==> config.mk <==
export PLATFORM = sky130hd
export DESIGN_NAME = mi4_ram
export DESIGN_NICKNAME = d
export VERILOG_FILES = /design/src/mi4_ram.sv
export SDC_FILE = /design/constraint.sdc
export NUM_CORES = 1
export LEC_CHECK = 0
export BUFFER_PORTS_ARGS = -buffer_cell sky130_fd_sc_hd__buf_2
export CORE_ASPECT_RATIO = 0.6
export CORE_UTILIZATION = 25
export CTS_BUF_LIST = sky130_fd_sc_hd__clkbuf_4
export DETAILED_ROUTE_END_ITERATION = 10
export GPL_TIMING_DRIVEN = 0
export MAX_ROUTING_LAYER = met4
export PLACE_DENSITY = 0.38
export SETUP_SLACK_MARGIN = 0.15
export SYNTH_ARGS = -nofsm -noshare
export SYNTH_HDL_FRONTEND = slang
export SYNTH_SLANG_ARGS = --single-unit
==> constraint.sdc <==
create_clock -name clk -period 2.7 [get_ports clk]
set_input_delay 0.135 -clock clk [delete_from_list [all_inputs] [get_ports clk]]
set_output_delay 0.135 -clock clk [all_outputs]
set_load 0.01 [all_outputs]
==> src/mi4_ram.sv <==
`timescale 1ns / 1ps
// Generic single-write, single-read synchronous RAM with registered read data.
// No dependencies.
module mi4_ram #(
    parameter int WIDTH = 16,
    parameter int DEPTH = 16
) (
    input  logic                     clk,
    input  logic                     we,
    input  logic [$clog2(DEPTH)-1:0] waddr,
    input  logic [WIDTH-1:0]         wdata,
    input  logic                     re,
    input  logic [$clog2(DEPTH)-1:0] raddr,
    output logic [WIDTH-1:0]         rdata
);

    logic [WIDTH-1:0] mem [DEPTH];

    always_ff @(posedge clk)
    begin
        if (we)
        begin
            mem[waddr] <= wdata;
        end
        if (re)
        begin
            rdata <= mem[raddr];
        end
    end

endmodule

# Yosys cells after proc, flatten, opt, wreduce, memory -nomap -nowiden
# Memories as Yosys holds them, arrays and structs flattened. A register that Yosys moved wholly into a read port is not among the register bits.
# Index checks and enable logic that the tools add are counted.
# totals
reg_bits	0
n_memories	1
mem_bits_rw	256
# mem_list
name	words	word_bits	read_ports	rd_ports_with_merged_regs	write_ports	line	source
mem	16	16	1	1	1	17	logic [WIDTH-1:0] mem [DEPTH];
# op_classes
n_mux	2
# ops
op	n
2-to-1 mux 1 bit	2

# Logic depth before layout (Yosys ltp)
# Gate-level depths: netlist of run 1.
# depth
depth_word	2
ltp_mapped	5
mapped_depth_nobuf	3

# Least setup slack after synthesis of run 1
# Ideal clock, no wire load.
# synth_timing
path_type	in2reg
from	in waddr[2]
to	mem mem[0][0] (enable)
setup_ps	409
stages	2
arrival_time_ps	1781
setup_slack_ps	510
path_buffers	0
path_cell_list	or3b_2 > nor3_1
# synth_lines
item	line	source
start, declared	10	input logic [$clog2(DEPTH)-1:0] waddr,
end, declared	17	
# Straight into the memory's write port.

# Final worst setup path of run 1
# layout_timing
from	in waddr[2]
to	mem mem[0][7] (enable)
# Straight into the memory's write port.

==> metrics.txt, run 1 <==
VDD IR max 0.000212 V; area share of the largest cell type after synthesis 0.800; Slew HR 0.374; DRC errors left 0; initial antenna violation count 0; clock tree from TritonCTS built; Starting Density 0.257; Nets approximately 610; Hold-fix buffers, CTS 22; Final Setup Violations 0; Pre-antenna DRT Iters 4; Arr. time, crit path 2.56 ns; Pwr Density 676 nW/um2; cts bufs inserted 69; CP Launch Type primary input; Final Cell Area between 10000 and 15000 um2; Synth-to-Final Area Change 22.0%; largest net degree at the start of global routing 17; Clock Latency Late Sink between 0.7 and 0.8 ns; Final ANT Viol Nets 0; Mean Syn Cell Area around 24 um2; multiplexer share of the synthesized area 0.145; final wirelength 25700 um; Tmin final around 2.2 ns; H-tree level count 3; IO Port Bufs 40; Compound-Gate Fraction of Synth Area 0.0235; die footprint 41700 um2; core area just under 40000 um2; clock tree sinks 272; RSZ-0062 raised after global routing false; Max Clock Skew 0.0320 ns; routability cong. roughly 0.69; worst path required time approximately 3.1 ns; final hold viol count 0; Max-Cap Viols 0; CTS Buffer Depth 3; Setup CP Type primary input to flop; Die W between 200 and 300 um; Highest Clock Rate 464 MHz; status completed; largest family of logic cells by synthesized area multiplexers; critical path endpoint category flop; Cell Rows 56; Die Height approximately 160 um; register area share after synthesis 0.800; Synth Cell Area about 10000 um2; Mapped Cells between 400 and 500; clk slew on worst S/H paths about 0.06 ns; io pins 43; post-synthesis xor/xnor area fraction 0; Seq cells post-synth approximately 270; Root Driver clkbuf_4; largest area contributor in the netlist edfxtp_1; grt total ovfl 0; Resized cells post-CTS 0; instance area at placement approximately 11000 um2; # Post-CTS Setup Buffers 0; worst-margin pin slew 0.939 ns; simple-gate share of the synthesized area 0.0189; R2R Setup Slk 1.06 ns; synth unique cells 18; top area cells in the synthesized netlist edfxtp_1, mux4_2, mux4_1; vias per cell 4.40; Synth Area in Adders 0; Synth Net Count between 400 and 500; CP max FO 9; post-DP HPWL between 15000 and 20000 um; Layout Utilization 0.314; layout cells sized above 1 0.382; yosys warns 0; period utilization 0.798; Starting DRT DRC Count around 380; leakage 4.03 nW; WL/cell about 23 um; routed via count 5015; Total GRT Usage 0.133; first-pass GRT wire length approximately 37000 um; vias in the first global route approximately 5400; pins over their slew limit 0; hold crit path type primary input to flop
power breakdown:
group / internal [mW] / switching [mW]
Combinational: 0.206 / 0.296
Clock: 1.57 / 1.57
Sequential: 4.76 / 0.0196
Total: 6.53 / 1.89
layout by cell type (no fill, tap or decap):
master | synthesis | routed
nand3b_1 | 2 | 2
buf_16 | 0 | 9
nor2b_1 | 2 | 2
nor2_1 | 13 | 1
nand2b_1 | 2 | 2
nand3_1 | 1 | 1
and2_1 | 1 | 1
buf_4 | 3 | 3
clkinv_2 | 0 | 1
buf_6 | 4 | 12
nor2_2 | 0 | 12
inv_2 | 0 | 1
buf_2 | 3 | 43
diode_2 | 0 | 2
or3b_2 | 1 | 1
edfxtp_1 | 272 | 272
mux4_2 | 54 | 54
nand2_1 | 17 | 17
buf_8 | 0 | 3
mux4_1 | 10 | 10
nor3_2 | 0 | 4
a22oi_1 | 32 | 32
clkinv_1 | 0 | 8
clkbuf_1 | 8 | 8
dlygate4sd3_1 | 0 | 22
clkbuf_4 | 0 | 93
buf_1 | 3 | 3
layer usage:
layer,GRT usage,part of all wire,vias up
li1,-,-,2201
met1,0.175,0.46,2636
met2,0.192,0.45,144
met3,0.0475,0.083,34
met4,0.0420,0.012,0
met5,-,0,-
kinds of logic after synthesis:
logic type / after synthesis
buffers and inverters: 21
AOI/OAI and AO/OA: 32
DFF: 272
muxes: 64
and+or+nand+nor: 43
cells in the mapped netlist:
| cell | n |
|---|---|
| edfxtp_1 | 272 |
| mux4_2 | 54 |
| a22oi_1 | 32 |
| nand2_1 | 17 |
| nor2_1 | 13 |
| mux4_1 | 10 |
| clkbuf_1 | 8 |
| buf_6 | 4 |
| nor3_1 | 4 |
| buf_1 | 3 |
| buf_2 | 3 |
| buf_4 | 3 |
| nand2b_1 | 2 |
| nand3b_1 | 2 |
| nor2b_1 | 2 |
| and2_1 | 1 |
| nand3_1 | 1 |
| or3b_2 | 1 |
layout make-up:
type	count	area [um2]
Multi-Input combinational cell	139	1960
Sequential cell	272	8170
Clock inverter	10	38.8
Timing Repair Buffer	82	803
Antenna cell	2	5.00
Fill cell	3852	27200
Buffer	21	124
Clock buffer	93	698
Tap cell	522	653
path summary, 6_finish.rpt:
path | startpoint | to | cells past startpoint
max | waddr[2] | mem[0][7] | 6
min reg2reg | mem[15][13] | rdata[13] | 3
min | raddr[0] | rdata[2] | 4
max reg2reg | mem[11][5] | rdata[5] | 3
per-stage QoR:
stage,setup slack (ns),setup TNS (ns),hold WS (ns),std cells,total power [mW]
floorplan,0.510,0,0.234,432,5.11
global placement,-1.08,-59.37,0.513,994,5.32
detailed placement,0.265,0,0.536,1014,5.36
CTS,0.642,0,0.00919,1139,8.58
global route,0.527,0,0.0245,1139,8.82
finish,0.546,0,0.0907,1141,8.41
sequential cells by signal, summed over array words and instances (netlist names):
register  cells
mem         256
rdata        16
worst max-delay path, cell delays in order:
cell and delay, ns:
dlygate4sd3_1 0.53, buf_2 0.14, or3b_2 0.54, nor3_2 0.19, dlygate4sd3_1 0.79, buf_6 0.23
(Power assumes the default switching activity.)
==> run 2, diff against run 1 <==
- ABC_AREA: unset -> 1
- clock period: 2.7 -> 2.1 ns (I/O delays scaled with it)
==> run 2 against run 1 <==
Register-to-register slack got worse by 0.36 ns. Area after synthesis is 13% higher. Combinational power is 88% higher. Non-clock buffer count increased by 27. Synthesized cell count is 150% higher. Sequential share of layout area down 6.9 points. Highest routed layer unchanged.
==> metrics.txt, run 2 <==
max reg flops 256 (unchanged); R2R depth 6 (was 3); clock tree sinks 272 (unchanged); Post-synth EDFFs 272 (unchanged); grt total ovfl 0 (unchanged); io pins 43 (unchanged); Pre-antenna DRT Iters 5 (was 4); n_diodes 0 (was 2); Starting DRT DRC Count 826 (was 376); WL/cell 20.4 um (was 22.6 um); register area share after synthesis 0.708 (was 0.800); CP Launch Type primary input (unchanged); Max Clock Skew 0.0435 ns (was 0.0320 ns); Place WS -0.00195 ns (was 0.265 ns); R2R Setup Slk 0.70 ns (was 1.06 ns); area of the multi-input gates 2360 um2 (was 1960 um2); hold crit path type primary input to flop (unchanged); Worst Hold Endpoint rdata[0] (was rdata[2]); Root Driver clkbuf_4 (unchanged); cts bufs inserted 70 (was 69); DRC errors left 0 (unchanged); core area 45200 um2 (was 39700 um2); H-tree level count 3 (unchanged); Cell Rows 60 (was 56); largest area contributor in the netlist edfxtp_1 (unchanged); Die Height 168 um (was 158 um); Hold Path Stages 6 (was 4); vias per cell 4.23 (was 4.40); synth unique cells 12 (was 18); main flop type after synthesis edfxtp_1 (unchanged); initial antenna violation count 2 (was 0); routability cong. 0.806 (was 0.691); Tmin final approximately 2.1 ns; Starting Density 0.255 (was 0.257); final wirelength 38500 um (was 25700 um); final hold viol count 0 (unchanged); total power 11.7 mW (was 8.41 mW); count leader, synth nand2_1 (was edfxtp_1); reg-to-reg startpoint mem[10][5] (was mem[11][5]); commonest cells after routing, fill and taps aside nand2_1, edfxtp_1, inv_1, nand3_1, clkbuf_4 (was edfxtp_1, clkbuf_4, mux4_2, buf_2, a22oi_1); die footprint 47100 um2 (was 41700 um2); Final Setup Violations 0 (unchanged); IO Port Bufs 40 (unchanged); biggest regs mem: 256 flops, rdata: 16 flops (unchanged); Seq cells post-synth 272 (unchanged); Die W 279 um (was 263 um); Synth Net Count 1101 (was 459); largest net degree at the start of global routing 17 (unchanged); post-DP HPWL 26100 um (was 17000 um); Final Non-Filler Cells 1889 (was 1141); CTS Buffer Depth 3 (unchanged); Final ANT Viol Nets 0 (unchanged); Slew HR 0.317 (was 0.374); Nets 1252 (was 612); commonest non-fill, non-tap cell in the layout nand2_1 (was edfxtp_1); Synth-to-Final Area Change 20.7% (was 22.0%); Fillers 4761 (was 3852); setup ws final 0.0426 ns (was 0.546 ns); period utilization 0.980; Async SR Flop Fraction 0 (unchanged); clock tree from TritonCTS built (unchanged); worst path required time 2.53 ns (was 3.10 ns); Setup CP Type primary input to flop (unchanged); leakage 5.87 nW (was 4.03 nW); instance area at placement 12800 um2 (was 11500 um2); critical path endpoint category flop (unchanged); Mean Syn Cell Area 10.7 um2 (was 23.6 um2); Hold Crit Start raddr[1] (was raddr[0]); Clock Latency Late Sink 0.74 ns (was 0.73 ns); placed instance count 1750 (was 1014); routed via count 7988 (was 5015); clk slew on worst S/H paths 0.06 ns (about the same); top area cells in the synthesized netlist edfxtp_1, nand2_1, nand3_1 (was edfxtp_1, mux4_2, mux4_1); Synth Cell Area 11500 um2 (was 10200 um2); FF+latch area 8170 um2 (unchanged); first-pass GRT wire length 55900 um (was 37100 um); Pwr Density 840 nW/um2 (was 676 nW/um2); Post-synth top cells nand2_1, edfxtp_1, inv_1, nand3_1, buf_2 (was edfxtp_1, mux4_2, a22oi_1, nand2_1, nor2_1); # Post-CTS Setup Buffers 0 (unchanged); CP max FO 10 (was 9); Highest Clock Rate between 400 and 500 MHz; reg2reg end rdata[5] (unchanged); VDD IR max 0.000326 V (was 0.000212 V); yosys warns 0 (unchanged); Final Cell Area 13900 um2 (was 12500 um2); layout cells sized above 1 0.173 (was 0.382); largest reg by FF count mem (unchanged); Total GRT Usage 0.175 (was 0.133); Mapped Cells 1074 (was 432); RSZ-0062 raised after global routing false (unchanged); Max-Cap Viols 0 (unchanged); status completed (unchanged); vias in the first global route 7833 (was 5393); Arr. time, crit path 2.49 ns (was 2.56 ns); pins over their slew limit 0 (unchanged); worst-margin pin slew 1.03 ns (was 0.939 ns); area share of the largest cell type after synthesis 0.708 (was 0.800); Layout Utilization 0.308 (was 0.314)
==> run 2: changes by cell type in the layout (fill, tap and decap cells not counted), moves of 4 or more <==
cell | previous run | this run
buf_8 | 3 | 12
inv_1 | 0 | 196
clkbuf_4 | 93 | 103
buf_2 | 43 | 59
nor2_2 | 12 | 16
nor3_2 | 4 | 0
a22oi_1 | 32 | 0
buf_6 | 12 | 3
buf_4 | 3 | 18
nand2_1 | 17 | 341
nand3_1 | 1 | 193
mux4_2 | 54 | 0
mux4_1 | 10 | 0
buf_16 | 9 | 4
==> run 2: per-stage QoR <==
stage | hold slack [ns] | setup TNS [ns]
2_1_floorplan | 0.204 | 0
3_3_place_gp | 0.517 | -72.89
3_5_place_dp | 0.517 | -0.00195
4_1_cts | 0.0183 | 0
5_1_grt | 0.0218 | 0
6_report | 0.0848 | 0
==> run 2: cells by family after synthesis <==
| kind of cell | count (synthesis) | share of synthesized area |
|---|---|---|
| buffers and inverters | 249 | 0.0909 |
| flip-flops | 272 | 0.708 |
| AND/OR/NAND/NOR | 553 | 0.201 |
==> run 2: where the power goes <==
part / internal [mW] / leakage, nW / switching, mW
combinational: 0.257 / 2.89 / 0.686
clock: 2.35 / 0.512 / 2.26
sequential: 6.11 / 2.47 / 0.0269
total: 8.72 / 5.87 / 2.97
==> run 2: worst max-delay path: stages <==
cell,delay [ns]
dlygate4sd3_1,0.54
buf_2,0.19
inv_1,0.22
clkbuf_1,0.65
nand3_1,0.44
nand3_1,0.19
nand2_1,0.12
==> run 2: how the worst max path moves through the flow <==
| stage | endpoint | depth (start not counted) | start |
|---|---|---|---|
| 3_3_place_gp | mem[11][0] | 3 | waddr[2] |
| 4_1_cts | rdata[5] | 7 | raddr[2] |
| 6_report | rdata[5] | 7 | raddr[2] |
| 2_1_floorplan | mem[10][0] | 2 | waddr[2] |
| 5_1_grt | rdata[4] | 7 | raddr[2] |
| 3_5_place_dp | rdata[12] | 7 | raddr[1] |
==> run 2: timing repair <==
item | in CTS | in global routing
hold endpoints to repair | 298 | 0
hold buffers | 23 | 0
resized for setup | 0 | 0
setup endpoints to repair | 0 | 0
==> run 2: area by class of cell <==
class / instances / share of cell area
buffer: 51 / 0.0219
clock buffer: 103 / 0.0555
clock inverter: 13 / 0.00539
inverter: 198 / 0.0534
multi-input combinational: 553 / 0.170
sequential: 272 / 0.587
tap: 620 / 0.0557
timing repair buffer: 79 / 0.0518
==> run 2: layer usage <==
metal | GRT usage | up-vias | routed length (um)
li1 | - | 3828 | -
met1 | 0.276 | 3839 | 21100
met2 | 0.221 | 265 | 14400
met3 | 0.0358 | 56 | 2520
met4 | 0.0385 | 0 | 545
met5 | - | - | 0
==> run 3, diff against run 2 <==
- SKIP_CTS_REPAIR_TIMING: unset -> 1
- clock period: 2.1 -> 2.4 ns (I/O delays scaled with it)
==> run 3 against run 2 <==
First-iteration DRC count is 6.7% lower. Critical path depth stayed put. Via count is 0.21% lower. Critical path type unchanged. Largest power group unchanged.
==> metrics.txt, run 3 (synthesis results as in run 2) <==
Pwr Density 736 nW/um2 (was 840 nW/um2); Crit path top cell by count nand3_1 (unchanged); worst hold slack 0.0726 ns (was 0.0848 ns); Clock Latency Late Sink 0.73 ns (was 0.74 ns); reg-to-reg startpoint mem[9][5] (was mem[10][5]); die footprint 47100 um2 (unchanged); Arr. time, crit path 2.48 ns (was 2.49 ns); Layout Utilization 0.307 (was 0.308); clock tree from TritonCTS built (unchanged); area of the multi-input gates 2360 um2 (unchanged); Synth-to-Final Area Change 20.3% (was 20.7%); sequential share of power 0.525 (about the same); CTS Buffer Depth 3 (unchanged); crit-path max cell delay 0.63 ns (was 0.65 ns); CP max-delay cell clkbuf_1 (unchanged); routed via count 7971 (was 7988); worst-margin pin slew 1.06 ns (was 1.03 ns); initial antenna violation count 2 (unchanged); setup ws final 0.336 ns (was 0.0426 ns); period utilization 0.860; n_diodes 0 (unchanged); Max-Cap Viols 0 (unchanged); Worst Hold Endpoint mem[0][12] (was rdata[0]); Nets 1248 (was 1252); Final ANT Viol Nets 0 (unchanged); Max Clock Skew 0.0420 ns (was 0.0435 ns); Starting DRT DRC Count 771 (was 826); hold crit path type primary input to flop (unchanged); Root Driver clkbuf_4 (unchanged); worst path required time 2.82 ns (was 2.53 ns); core area 45200 um2 (unchanged); clock tree sinks 272 (unchanged); routability cong. 0.806 (unchanged); vias in the first global route 7727 (was 7833); biggest regs mem: 256 flops, rdata: 16 flops (unchanged); Die Height 168 um (unchanged); final wirelength 38600 um (was 38500 um); R2R depth 6 (unchanged); Fillers 4770 (was 4761); Pre-antenna DRT Iters 5 (unchanged); Gate power share 0.080 (was 0.081); max reg flops 256 (unchanged); final hold viol count 0 (unchanged); first-pass GRT wire length 55600 um (was 55900 um); met3 WL 2750 um (was 2520 um); Net Sw Frac 0.254 (about the same); Cell Rows 60 (unchanged); Die W 279 um (unchanged); RSZ-0062 raised after global routing false (unchanged); CP max FO 10 (unchanged); WL/cell 20.5 um (was 20.4 um); cts bufs inserted 70 (unchanged); io pins 43 (unchanged); Hold Path Stages 3 (was 6); Tmin final around 2.1 ns; largest reg by FF count mem (unchanged); vias per cell 4.23 (about the same); Clock power frac 0.394 (about the same); leakage 5.86 nW (was 5.87 nW); instance area at placement 12800 um2 (unchanged); Final Setup Violations 0 (unchanged); commonest cells after routing, fill and taps aside nand2_1, edfxtp_1, inv_1, nand3_1, clkbuf_4 (unchanged); Hold Crit Start we (was raddr[1]); IO Port Bufs 40 (unchanged); H-tree level count 3 (unchanged); placed instance count 1750 (unchanged); commonest non-fill, non-tap cell in the layout nand2_1 (unchanged); CP Launch Type primary input (unchanged); grt total ovfl 0 (unchanged); FF+latch area 8170 um2 (unchanged); Total GRT Usage 0.174 (was 0.175); clk slew on worst S/H paths 0.07 ns (was 0.06 ns); routed wl met2 14400 um (about the same); Highest Clock Rate 484 MHz; total power 10.2 mW (was 11.7 mW); Final Non-Filler Cells 1885 (was 1889); crit-path cells dlygate4sd3_1, buf_2, inv_1, clkbuf_1, nand3_1, nand3_1, nand2_1 (unchanged); Place WS 0.283 ns (was -0.00195 ns); status completed (unchanged); Slew HR 0.293 (was 0.317); R2R Setup Slk 0.98 ns (was 0.70 ns); reg2reg end rdata[5] (unchanged); Setup CP Type primary input to flop (unchanged); DRC errors left 0 (unchanged); M1 wire length 20800 um (was 21100 um); Starting Density 0.255 (unchanged); Max Used Layer met4 (unchanged); layout cells sized above 1 0.174 (was 0.173); VDD IR max 0.000286 V (was 0.000326 V); Final Cell Area 13900 um2 (about the same); critical path endpoint category flop (unchanged); setup TNS 0 ns (unchanged); largest net degree at the start of global routing 17 (unchanged); P_sw 2.60 mW (was 2.97 mW); post-DP HPWL 26100 um (unchanged); pins over their slew limit 0 (unchanged); Internal Dissipation 7.62 mW (was 8.72 mW)
## run 3: cell types whose count changed in the layout (fill, tap and decap cells not counted), sizes merged
cell         delta
dlygate4sd3     -4
## run 3: power by group through the flow
| stage | registers (mW) | logic [mW] | clock network, mW |
|---|---|---|---|
| after floorplan | 5.49 | 0.359 | 0 |
| after global placement | 5.48 | 0.774 | 0 |
| after detailed placement | 5.48 | 0.796 | 0 |
| after CTS | 5.37 | 0.798 | 4.17 |
| after global routing | 5.38 | 0.894 | 4.41 |
| final | 5.37 | 0.821 | 4.03 |
## run 3: worst max-delay path, delay by kind of cell
family                 cells  cell delay, ns
AND/OR/NAND/NOR            3            0.76
buffers and inverters      4            1.58
## run 3: area by class of cell
cell class | instances | share of cell area
flip-flops and latches | 272 | 0.588
multi-input cells | 553 | 0.170
well taps | 620 | 0.0559
clock buffers | 103 | 0.0557
inverters | 198 | 0.0535
repair buffers | 75 | 0.0490
plain buffers | 51 | 0.0220
clock inverters | 13 | 0.00541
## run 3: worst max path at each step
stage / from / to / slack (ns) / cells after the start
2_1_floorplan: waddr[2] / mem[10][0] / 0.98 / 2
3_3_place_gp: waddr[2] / mem[11][0] / -0.15 / 3
3_5_place_dp: raddr[1] / rdata[12] / 0.28 / 7
4_1_cts: rdata[10] / rdata[10] / 0.95 / 1
5_1_grt: raddr[2] / rdata[4] / 0.48 / 7
6_report: raddr[2] / rdata[5] / 0.34 / 7
## run 3: metal layers
metal / up-vias / track usage
li1: 3815 / -
met1: 3837 / 0.275
met2: 262 / 0.219
met3: 57 / 0.0358
met4: 0 / 0.0385
met5: - / -
